--- src/hdl/rhsv_pkg.sv ---
`timescale 1ns / 1ps
`default_nettype none
// ----------------------------------------------------------------------------
// rhsv_pkg
// Shared types, constants and the restoring divide step for the RGB to HSV
// converter.
// ----------------------------------------------------------------------------
package rhsv_pkg;

    // Divider geometry: 16-bit dividend, 9-bit divisor, 7-bit quotient,
    // two quotient bits per stage over four stages, only bit 0 in the last.
    localparam int NUM_W     = 16;
    localparam int DEN_W     = 9;
    localparam int QUO_W     = 7;
    localparam int DIV_STG   = 4;
    localparam int SHIFT_W   = 3;

    // Hue sector offsets and the full circle, in degrees.
    localparam logic [8:0] HUE_GREEN_OFS = 9'd120;
    localparam logic [8:0] HUE_BLUE_OFS  = 9'd240;
    localparam logic [8:0] HUE_FULL      = 9'd360;

    // Scale factors for the percent terms.
    localparam logic [15:0] PCT_X2       = 16'd200;
    localparam logic [15:0] VAL_BIAS     = 16'd255;
    // floor(n / 510) == (n * VAL_RECIP) >> 24 for every n below 66052.
    localparam logic [15:0] VAL_RECIP    = 16'd32897;

    typedef enum logic [1:0] {
        SEC_RED,
        SEC_GREEN,
        SEC_BLUE
    } sector_t;

    // Per-pixel flags that ride alongside the dividers.
    typedef struct packed {
        sector_t sector;
        logic    neg;
        logic    grey;
    } side_t;

    typedef struct packed {
        logic [NUM_W-1:0] rem;
        logic             q;
    } div_step_t;

    // One restoring step: subtract the shifted divisor when it fits.
    function automatic div_step_t div_step(input logic [NUM_W-1:0]   rem,
                                           input logic [DEN_W-1:0]   den,
                                           input logic [SHIFT_W-1:0] sh);
        logic [NUM_W-1:0] trial;
        div_step_t        res;
        trial = NUM_W'(den) << sh;
        if (rem >= trial)
        begin
            res.rem = rem - trial;
            res.q   = 1'b1;
        end
        else
        begin
            res.rem = rem;
            res.q   = 1'b0;
        end
        return res;
    endfunction

endpackage
`default_nettype wire

--- src/hdl/rhsv_div.sv ---
`timescale 1ns / 1ps
`default_nettype none
// ----------------------------------------------------------------------------
// rhsv_div
// Four-stage restoring divider, two quotient bits per stage (the last stage
// gives only bit 0), quotient below 128. Gives the quotient and whether a remainder is left.
// ----------------------------------------------------------------------------
module rhsv_div (
    input  wire logic                         clk,
    input  wire logic                         en,
    input  wire logic [rhsv_pkg::NUM_W-1:0]   num,
    input  wire logic [rhsv_pkg::DEN_W-1:0]   den,
    output logic      [rhsv_pkg::QUO_W-1:0]   quo,
    output logic                              rem_nz
);

    localparam int NS = rhsv_pkg::DIV_STG;

    logic [rhsv_pkg::NUM_W-1:0] rem_reg  [NS];
    logic [rhsv_pkg::NUM_W-1:0] rem_next [NS];
    logic [rhsv_pkg::QUO_W-1:0] quo_reg  [NS];
    logic [rhsv_pkg::QUO_W-1:0] quo_next [NS];
    logic [rhsv_pkg::DEN_W-1:0] den_reg  [NS-1];

    logic [rhsv_pkg::NUM_W-1:0] rem_in [NS];
    logic [rhsv_pkg::QUO_W-1:0] quo_in [NS];
    logic [rhsv_pkg::DEN_W-1:0] den_in [NS];

    always_comb
    begin
        rem_in[0] = num;
        quo_in[0] = '0;
        den_in[0] = den;
        for (int s = 1; s < NS; s++)
        begin
            rem_in[s] = rem_reg[2'(s - 1)];
            quo_in[s] = quo_reg[2'(s - 1)];
            den_in[s] = den_reg[2'(s - 1)];
        end
    end

    always_comb
    begin
        rhsv_pkg::div_step_t st_a;
        rhsv_pkg::div_step_t st_b;
        st_b = '0;
        for (int s = 0; s < NS; s++)
        begin
            // high bit of the pair
            st_a = rhsv_pkg::div_step(rem_in[s], den_in[s],
                                      rhsv_pkg::SHIFT_W'(6 - 2 * s));
            quo_next[s] = quo_in[s] | (rhsv_pkg::QUO_W'(st_a.q) << (6 - 2 * s));
            rem_next[s] = st_a.rem;
            // low bit of the pair; the last stage has only bit 0
            if (s < NS - 1)
            begin
                st_b = rhsv_pkg::div_step(st_a.rem, den_in[s],
                                          rhsv_pkg::SHIFT_W'(5 - 2 * s));
                quo_next[s] = quo_next[s]
                            | (rhsv_pkg::QUO_W'(st_b.q) << (5 - 2 * s));
                rem_next[s] = st_b.rem;
            end
        end
    end

    always_ff @(posedge clk)
    begin
        if (en)
        begin
            for (int s = 0; s < NS; s++)
            begin
                rem_reg[s] <= rem_next[s];
                quo_reg[s] <= quo_next[s];
            end
            for (int s = 0; s < NS - 1; s++)
            begin
                den_reg[s] <= den_in[s];
            end
        end
    end

    assign quo    = quo_reg[NS-1];
    assign rem_nz = (rem_reg[NS-1] != '0);

endmodule
`default_nettype wire

--- src/hdl/rgb_to_hsv_convert.sv ---
`timescale 1ns / 1ps
`default_nettype none
// ----------------------------------------------------------------------------
// rgb_to_hsv_convert
// Converts one 8-bit RGB pixel per cycle, unless a result is held at the
// output, to whole-degree hue and rounded percent saturation and value.
// ----------------------------------------------------------------------------
//
//  channel | handshake                   | payload
//  --------+-----------------------------+-----------------------------------
//  in      | in_valid / in_stall         | red, green, blue (8 b each)
//  out     | out_valid / out_stall       | hue (9 b), saturation, brightness
//
//  Throughput is one pixel per clock unless a result is held at the output.
//  The two 4-stage restoring dividers (hue fraction and saturation) set the
//  depth of the pipe.
//  Reset clears only the valid bits; payload registers start undefined.
//  A stalled result freezes the whole pipe; in_stall rises only while a
//  result waits at the output, so bubbles in the pipe never hold the input.
//
//  Stages: 1 max/min/sector, 2 numerators, 3..6 divide (value reciprocal
//  multiply rides along in 3 and 4), 7 hue fix-up and output registers.
// ----------------------------------------------------------------------------
module rgb_to_hsv_convert (
    input  wire logic       clk,
    input  wire logic       rst_n,
    input  wire logic       in_valid,
    output logic            in_stall,
    input  wire logic [7:0] red,
    input  wire logic [7:0] green,
    input  wire logic [7:0] blue,
    output logic            out_valid,
    input  wire logic       out_stall,
    output logic [8:0]      hue,
    output logic [6:0]      saturation,
    output logic [6:0]      brightness
);

    localparam int NV = 7;  // pipeline depth
    localparam int ND = rhsv_pkg::DIV_STG;

    logic advance;
    logic [NV-1:0] vld_reg;
    logic [NV-1:0] vld_next;

    // Advance the whole pipe unless a finished request is held at the output.
    assign advance  = !(vld_reg[NV-1] && out_stall);
    assign in_stall = !advance;

    always_comb
    begin
        vld_next = {vld_reg[NV-2:0], in_valid};
    end

    always_ff @(posedge clk or negedge rst_n)
    begin
        if (!rst_n)
        begin
            vld_reg <= '0;
        end
        else if (advance)
        begin
            vld_reg <= vld_next;
        end
    end

    // ------------------------------------------------------------------
    // Stage 1: max, min, spread, sector and the signed channel difference
    // ------------------------------------------------------------------
    logic [7:0]        mx_c, mn_c, pa_c, pb_c;
    rhsv_pkg::sector_t sec_c;

    always_comb
    begin
        mx_c = (red >= green) ? red : green;
        mx_c = (blue > mx_c) ? blue : mx_c;
        mn_c = (red <= green) ? red : green;
        mn_c = (blue < mn_c) ? blue : mn_c;
        // red wins ties, then green, then blue
        if (red >= green && red >= blue)
        begin
            sec_c = rhsv_pkg::SEC_RED;
            pa_c  = green;
            pb_c  = blue;
        end
        else if (green >= blue)
        begin
            sec_c = rhsv_pkg::SEC_GREEN;
            pa_c  = blue;
            pb_c  = red;
        end
        else
        begin
            sec_c = rhsv_pkg::SEC_BLUE;
            pa_c  = red;
            pb_c  = green;
        end
    end

    logic [7:0]        mx1_reg, d1_reg, adiff1_reg;
    logic              neg1_reg;
    rhsv_pkg::sector_t sec1_reg;

    always_ff @(posedge clk)
    begin
        if (advance)
        begin
            mx1_reg    <= mx_c;
            d1_reg     <= mx_c - mn_c;
            adiff1_reg <= (pa_c >= pb_c) ? (pa_c - pb_c) : (pb_c - pa_c);
            neg1_reg   <= (pa_c < pb_c);
            sec1_reg   <= sec_c;
        end
    end

    // ------------------------------------------------------------------
    // Stage 2: numerators and divisors
    // ------------------------------------------------------------------
    logic [15:0]     num_h2_reg, num_s2_reg, num_v2_reg;
    logic [8:0]      den_h2_reg, den_s2_reg;
    rhsv_pkg::side_t side2_reg;

    always_ff @(posedge clk)
    begin
        if (advance)
        begin
            num_h2_reg       <= 16'(adiff1_reg) * 16'd60;
            den_h2_reg       <= {1'b0, d1_reg};
            // round(100*d/max) = floor((200*d + max) / (2*max))
            num_s2_reg       <= 16'(d1_reg) * rhsv_pkg::PCT_X2 + 16'(mx1_reg);
            den_s2_reg       <= {mx1_reg, 1'b0};
            // round(100*max/255) = floor((200*max + 255) / 510)
            num_v2_reg       <= 16'(mx1_reg) * rhsv_pkg::PCT_X2 + rhsv_pkg::VAL_BIAS;
            side2_reg.sector <= sec1_reg;
            side2_reg.neg    <= neg1_reg;
            side2_reg.grey   <= (d1_reg == 8'd0);
        end
    end

    // ------------------------------------------------------------------
    // Stages 3..6: dividers, with flags and value carried alongside
    // ------------------------------------------------------------------
    logic [6:0] quo_h, quo_s;
    logic       nz_h;
    logic       nz_s;

    rhsv_div u_div_hue (
        .clk    (clk),
        .en     (advance),
        .num    (num_h2_reg),
        .den    (den_h2_reg),
        .quo    (quo_h),
        .rem_nz (nz_h)
    );

    rhsv_div u_div_sat (
        .clk    (clk),
        .en     (advance),
        .num    (num_s2_reg),
        .den    (den_s2_reg),
        .quo    (quo_s),
        .rem_nz (nz_s)
    );

    rhsv_pkg::side_t side_reg [ND];
    logic [31:0]     vprod3_reg;
    logic [6:0]      val_reg [ND-1];

    always_ff @(posedge clk)
    begin
        if (advance)
        begin
            side_reg[0] <= side2_reg;
            for (int s = 1; s < ND; s++)
            begin
                side_reg[s] <= side_reg[s-1];
            end
            // value: multiply by the reciprocal of 510, then keep bits 30..24
            vprod3_reg <= 32'(num_v2_reg) * 32'(rhsv_pkg::VAL_RECIP);
            val_reg[0] <= vprod3_reg[30:24];
            for (int s = 1; s < ND - 1; s++)
            begin
                val_reg[s] <= val_reg[s-1];
            end
        end
    end

    // ------------------------------------------------------------------
    // Stage 7: hue fix-up per sector, output registers
    // ------------------------------------------------------------------
    rhsv_pkg::side_t sd;
    logic [8:0]      q9;
    logic [8:0]      hue_next;
    logic [6:0]      sat_next;

    always_comb
    begin
        sd = side_reg[ND-1];
        q9 = {2'b00, quo_h};
        case (sd.sector)
            rhsv_pkg::SEC_GREEN:
                // floor of a negative fraction steps down when a remainder is left
                hue_next = sd.neg ? (rhsv_pkg::HUE_GREEN_OFS - q9 - 9'(nz_h))
                                  : (rhsv_pkg::HUE_GREEN_OFS + q9);
            rhsv_pkg::SEC_BLUE:
                hue_next = sd.neg ? (rhsv_pkg::HUE_BLUE_OFS - q9 - 9'(nz_h))
                                  : (rhsv_pkg::HUE_BLUE_OFS + q9);
            default:
                // red: truncate toward zero, then wrap a negative angle
                hue_next = (sd.neg && q9 != 9'd0) ? (rhsv_pkg::HUE_FULL - q9) : q9;
        endcase
        sat_next = quo_s;
        if (sd.grey)
        begin
            hue_next = '0;
            sat_next = '0;
        end
    end

    logic [8:0] hue_reg;
    logic [6:0] saturation_reg;
    logic [6:0] brightness_reg;

    always_ff @(posedge clk)
    begin
        if (advance)
        begin
            hue_reg        <= hue_next;
            saturation_reg <= sat_next;
            brightness_reg <= val_reg[ND-2];
        end
    end

    assign out_valid  = vld_reg[NV-1];
    assign hue        = hue_reg;
    assign saturation = saturation_reg;
    assign brightness = brightness_reg;

endmodule
`default_nettype wire

--- config.mk ---
export PLATFORM = sky130hd
export DESIGN_NAME = rgb_to_hsv_convert
export DESIGN_NICKNAME = d
export VERILOG_FILES = /design/src/hdl/rhsv_pkg.sv /design/src/hdl/rhsv_div.sv /design/src/hdl/rgb_to_hsv_convert.sv
export SDC_FILE = /design/constraint.sdc
export NUM_CORES = 1
export LEC_CHECK = 0
export BUFFER_PORTS_ARGS = -buffer_cell sky130_fd_sc_hd__buf_2
export CORE_ASPECT_RATIO = 1.75
export CORE_MARGIN = 2
export CORE_UTILIZATION = 25
export DETAILED_ROUTE_END_ITERATION = 10
export PLACE_DENSITY_LB_ADDON = 0.2
export SETUP_SLACK_MARGIN = 0.02
export SLEW_MARGIN = 15
export SYNTH_ARGS = -nofsm -noshare
export SYNTH_HDL_FRONTEND = slang
export SYNTH_SLANG_ARGS = --single-unit
--- constraint.sdc ---
create_clock -name clk -period 23.1 [get_ports clk]
set_input_delay 6.93 -clock clk [delete_from_list [all_inputs] [get_ports clk]]
set_output_delay 6.93 -clock clk [all_outputs]
set_load 0.005 [all_outputs]
* Word level (Yosys, flattened, before mapping)
Memory sizes are Yosys's and may differ from the RTL's. A register that Yosys moved wholly into a read port is not among the register bits.
Index checks and enable logic that the tools add are counted.
** Operators by class
- $add $sub $neg :: 26
- $mul :: 4
- Magnitude comparators :: 22
- Equality and inequality tests :: 2
- Multiplexer cells :: 29
- Bitwise logic cells :: 12
- Reduce and logical (&&, ||, !) cells :: 8
** Operators by type and width (count)
- $mux W17 :: 14
- $mux W8 :: 9
- $ge A16 B13 Y1 :: 3
- $sub A16 B13 Y16 :: 3
- $ge A16 B10 Y1 :: 2
- $ge A16 B11 Y1 :: 2
- $ge A16 B12 Y1 :: 2
- $ge A16 B9 Y1 :: 2
- $ge A8 B8 Y1 :: 4
- $sub A16 B10 Y16 :: 2
- $sub A16 B11 Y16 :: 2
- $sub A16 B12 Y16 :: 2
- $sub A16 B9 Y16 :: 2
- $mul A16 B16 Y31 const B :: 1
- $mux W9 :: 3
- $mul A8 B5 Y13 const B :: 2
- $sub A8 B8 Y8 :: 3
- $pmux W9 S2 :: 1
- $add A16 B8 Y16 :: 1
- $add A16 B8 Y16 const B :: 1
- $ge A16 B14 Y1 :: 1
- $ge A16 B15 Y1 :: 1
- $lt A8 B8 Y1 :: 2
- $reduce_bool A16 Y1 :: 1
- other kinds (28) :: 37
** Storage, ports and cells
- Register bits after elaboration :: 138
- RAM bits :: 275
- Bits of input ports :: 28
- Logic and storage cells :: 127
- Memories :: 8
** Memory list
- u_div_hue.rem_reg :: words 4, bits a word 16, rd ports 4, clocked after Yosys merged registers in 0, write ports 4, RTL line rhsv_div.sv:19 : logic [rhsv_pkg::NUM_W-1:0] rem_reg [NS];
- u_div_sat.rem_reg :: words 4, bits a word 16, rd ports 3, clocked after Yosys merged registers in 0, write ports 4, RTL line rhsv_div.sv:19
- u_div_hue.quo_reg :: words 4, bits a word 7, rd ports 4, clocked after Yosys merged registers in 0, write ports 4, RTL line rhsv_div.sv:21 : logic [rhsv_pkg::QUO_W-1:0] quo_reg [NS];
- u_div_sat.quo_reg :: words 4, bits a word 7, rd ports 4, clocked after Yosys merged registers in 1, write ports 4, RTL line rhsv_div.sv:21
- u_div_hue.den_reg :: words 3, bits a word 9, rd ports 3, clocked after Yosys merged registers in 0, write ports 3, RTL line rhsv_div.sv:23 : logic [rhsv_pkg::DEN_W-1:0] den_reg [NS-1];
- u_div_sat.den_reg :: words 3, bits a word 9, rd ports 3, clocked after Yosys merged registers in 0, write ports 3, RTL line rhsv_div.sv:23
- 2 more memories

* Longest topological paths before layout
An unclocked memory read counts as a cell.
- Depth after elaboration :: 6
- Gate-level depth with buffers :: 28
- Depth with buffers taken out :: 27

* Hierarchy
Synthesis repeated with hierarchy kept, for this count alone.
** Second synthesis, totals
- Cells, all modules :: 2504
- Area total of the unflattened synthesis :: 27507.6 um^2
** Modules (own cells, without submodules)
- rgb_to_hsv_convert :: times used 1, cells each 1064, area each 12156.7 um^2, seq. area each 4739.5 um^2
- rhsv_div (u_div_sat) :: times used 1, cells each 720, area each 7686.1 um^2, seq. area each 3303.2 um^2
- rhsv_div (u_div_hue) :: times used 1, cells each 720, area each 7664.9 um^2, seq. area each 3303.2 um^2

* Least setup slack after synthesis
OpenSTA, ideal clock, no wires.
- Kind :: input to output
- From :: input out_stall
- To :: output in_stall
- Data arrival time :: 14.559 ns
- Setup slack :: 1.611 ns
- Stages on the path :: 2
- Path buffers :: 0
- Path through :: nand2_1 > inv_1
** Between the ends
- Cells in the longest elaborated chain, start to end :: 1
** RTL lines
- from (decl) :: RTL line rgb_to_hsv_convert.sv:33 : input wire logic out_stall,
- $logic_and A1 B1 Y1 :: RTL line rgb_to_hsv_convert.sv:47 : assign advance = !(vld_reg[NV-1] && out_stall);
- to (decl) :: RTL line rgb_to_hsv_convert.sv:28 : output logic in_stall,
Every way passes these cells.

* Worst setup path in the final report
Ends and elaborated chain as after synthesis.

==> impl_metrics.csv <==
group,metric,value,unit
global_routing,antenna_found_initial,0,
cells_and_area,nNetsFinal,2751,
timing,slew_headroom,0.253,
timing,hold_ws,406,ps
detailed_routing,drtIter0Drc,527,
cts,holdBufCountCts,0,
detailed_routing,vias,16800,
cts,htreeDepth,2,
timing,final_max_slew_viol_count,0,
logic_synthesis,synth_fp_nets,2687,
floorplanning,fp-row-count,153,
global_routing,grt_pass1_wl,90.3,mm
timing,tightest_slew,1120,ps
logic_synthesis,synthTopCellsByArea,"edfxtp_1, ha_1, mux2_2, inv_1, xnor2_1",
logic_synthesis,netlist_area,0.0249,mm^2
hold_path,min_path_type,"reg -> reg",
cells_and_area,drive_gt1_frac,0.0975,
worst_setup_path,rr_startpoint,"u_div_hue.rem_reg[0][4]",
timing,max_freq,66.1,MHz
cts,clock_sinks,344,
hold_path,hold_start,"vprod3_reg[24]",
detailed_routing,wl_per_cell,14.7,um
detailed_routing,drt-pass1-iter-count,5,
floorplanning,die_x,243,um
cells_and_area,finalNonFillerCells,3697,
place,dp_cells,3628,
cts,cts_made_buffers,38,
logic_synthesis,async_flop_share,0.0203,
floorplanning,core,0.0990,mm^2
cts,cts.clk_slew.worst_paths,60,ps
timing,period_needed,15130,ps
logic_synthesis,synth_cell_types,86,
global_routing,gr-total-overflow,0,
detailed_routing,wirelength,54.4,mm
global_routing,grt_pass1_vias,18200,
detailed_routing,drc,0,
logic_synthesis,yosysWarnings,0,
floorplanning,die_h,421,um
global_routing,grt_use_total,0.108,
run,maxCapViolations,0,
logic_synthesis,yosysTopAreaCellShare,0.407,
detailed_routing,vias_per_cell,4.53,
timing,hold_viol_final,0,
logic_synthesis,synth_common_cells,"edfxtp_1, ha_1, inv_1",
cells_and_area,n_antenna_cell,0,
floorplanning,start_util,0.251,
timing,finalSetupViolations,0,
logic_synthesis,yosys.area.top_type,"edfxtp_1",
place,gp_congestion,0.839,
logic_synthesis,synth_cells,2287,
global_routing,grt_max_degree,157,
worst_setup_path,path_class,"in -> out",
detailed_routing,ant_nets,0,
worst_setup_path,regToRegSetupSlack,16810,ps
logic_synthesis,yosysMostFrequentCell,"edfxtp_1",
worst_setup_path,start_kind,"primary input",
timing,fin_skew,20.6,ps
cells_and_area,largest_reg_flops,59,
timing,rsz0062_at_grt,"false",
hold_path,whs_path_depth,0,
logic_synthesis,postSynthAreaPerCell,10.9,um^2
worst_setup_path,crit_fanout,54,
cts,cts-root-buf,"clkbuf_16",
timing,tns,0,ps
cts,tritoncts,"built",
worst_setup_path,r2r-end,"u_div_hue.rem_reg[1][13]",
cells_and_area,area_growth,12.3,%
logic_synthesis,yosysSeqAreaShare,0.414,
worst_setup_path,cp.arrival,8200,ps
cts,cts_resized,0,
place,io_buffers,52,
floorplanning,io_pins,53,
logic_synthesis,synth-seq-cells,344,
timing,fin_crit_sh,0.655,
cts,cts.path.max_buffers,3,
floorplanning,die_area,0.102,mm^2
outcome,status,"complete, no violations",
logic_synthesis,synthFlopType,"edfxtp_1",
worst_setup_path,required,16170,ps
place,dpl.hpwl,42.8,mm
worst_setup_path,cp-end-kind,"output pin",
cts,worstSkewPairLatency,570,ps
hold_path,min_to,"val_reg[0][0]",
logic_synthesis,synth_edf_count,337,
worst_setup_path,reg2reg_depth,20,
cts,post_cts_buffers,0,
-- routing by layer --
layer	share of wire	GRT usage	vias to the layer above
li1	-	-	8470
met1	0.36	0.100	7984
met2	0.57	0.223	194
met3	0.025	0.0153	108
met4	0.046	0.0524	0
met5	0	0	-
-- per-stage QoR --
step                      setup slack (ps)   util  instance area, um^2
after floorplan                       1610      -                24900
after global placement                7930  0.270                26700
after detailed placement              7930  0.270                26700
after CTS                             7920  0.282                27900
after global routing                  7860  0.282                27900
final                                 7970  0.282                27900
-- worst max-delay path, cell delays in order --
cell,delay [ps]
buf_2,110
nand2_4,520
inv_1,350
buf_2,230
-- layout make-up --
| type | count | area, um^2 |
|---|---|---|
| Multi-Input combinational cell | 1662 | 13600 |
| Clock buffer | 48 | 1030 |
| Fill cell | 10300 | 71000 |
| Sequential cell | 344 | 10300 |
| Clock inverter | 21 | 174 |
| Timing Repair Buffer | 59 | 325 |
| Inverter | 246 | 923 |
| Tap cell | 1317 | 1650 |
-- cells by family (layout without fill, tap and decap cells) --
family / after synthesis / after routing / share of synthesized area
buffers and inverters: 281 / 374 / 0.0427
XOR/XNOR: 151 / 151 / 0.0531
AO/OA/AOI/OAI: 476 / 476 / 0.123
multiplexers: 140 / 140 / 0.0611
adder cells (fa/ha/maj): 372 / 372 / 0.198
flip-flops: 344 / 344 / 0.414
AND/OR/NAND/NOR: 523 / 523 / 0.109
-- layout by cell type (no fill, tap or decap), types with 7 or more instances in the layout --
master | Yosys | layout
a211oi_1 | 17 | 17
a21boi_0 | 15 | 15
a21o_1 | 63 | 63
a21oi_1 | 121 | 121
a221oi_1 | 11 | 11
a31oi_1 | 12 | 12
and2_1 | 12 | 12
and3_1 | 8 | 8
buf_2 | 4 | 52
clkbuf_1 | 28 | 7
clkbuf_16 | 0 | 39
clkinv_1 | 1 | 7
dfrtp_1 | 7 | 7
edfxtp_1 | 337 | 337
fa_1 | 36 | 36
ha_1 | 336 | 336
inv_1 | 243 | 243
mux2_2 | 85 | 85
mux2i_1 | 54 | 54
nand2_1 | 113 | 112
nand2b_1 | 21 | 21
nand3_1 | 37 | 37
nand4_1 | 31 | 31
nor2_1 | 133 | 133
nor2b_1 | 45 | 45
nor3_1 | 34 | 34
nor3b_1 | 8 | 8
nor4_1 | 18 | 18
o21a_1 | 23 | 23
o21ai_0 | 117 | 117
o21bai_1 | 23 | 23
o31a_1 | 7 | 7
o31ai_1 | 8 | 8
or2_2 | 9 | 9
or3_1 | 12 | 12
or4_1 | 9 | 9
xnor2_1 | 90 | 90
xor2_1 | 61 | 61
-- how the worst max path moves through the flow --
stage              start       end  slack, ps  depth (start not counted)
3_5_place_dp   out_stall  in_stall       7930                          4
6_report       out_stall  in_stall       7970                          4
5_1_grt        out_stall  in_stall       7860                          4
4_1_cts        out_stall  in_stall       7920                          4
2_1_floorplan  out_stall  in_stall       1610                          2
3_3_place_gp   out_stall  in_stall       7930                          4
Power is left out: the tool's default activity adds up to more than one toggle a clock period on the data nets, which glitch-free logic cannot reach.
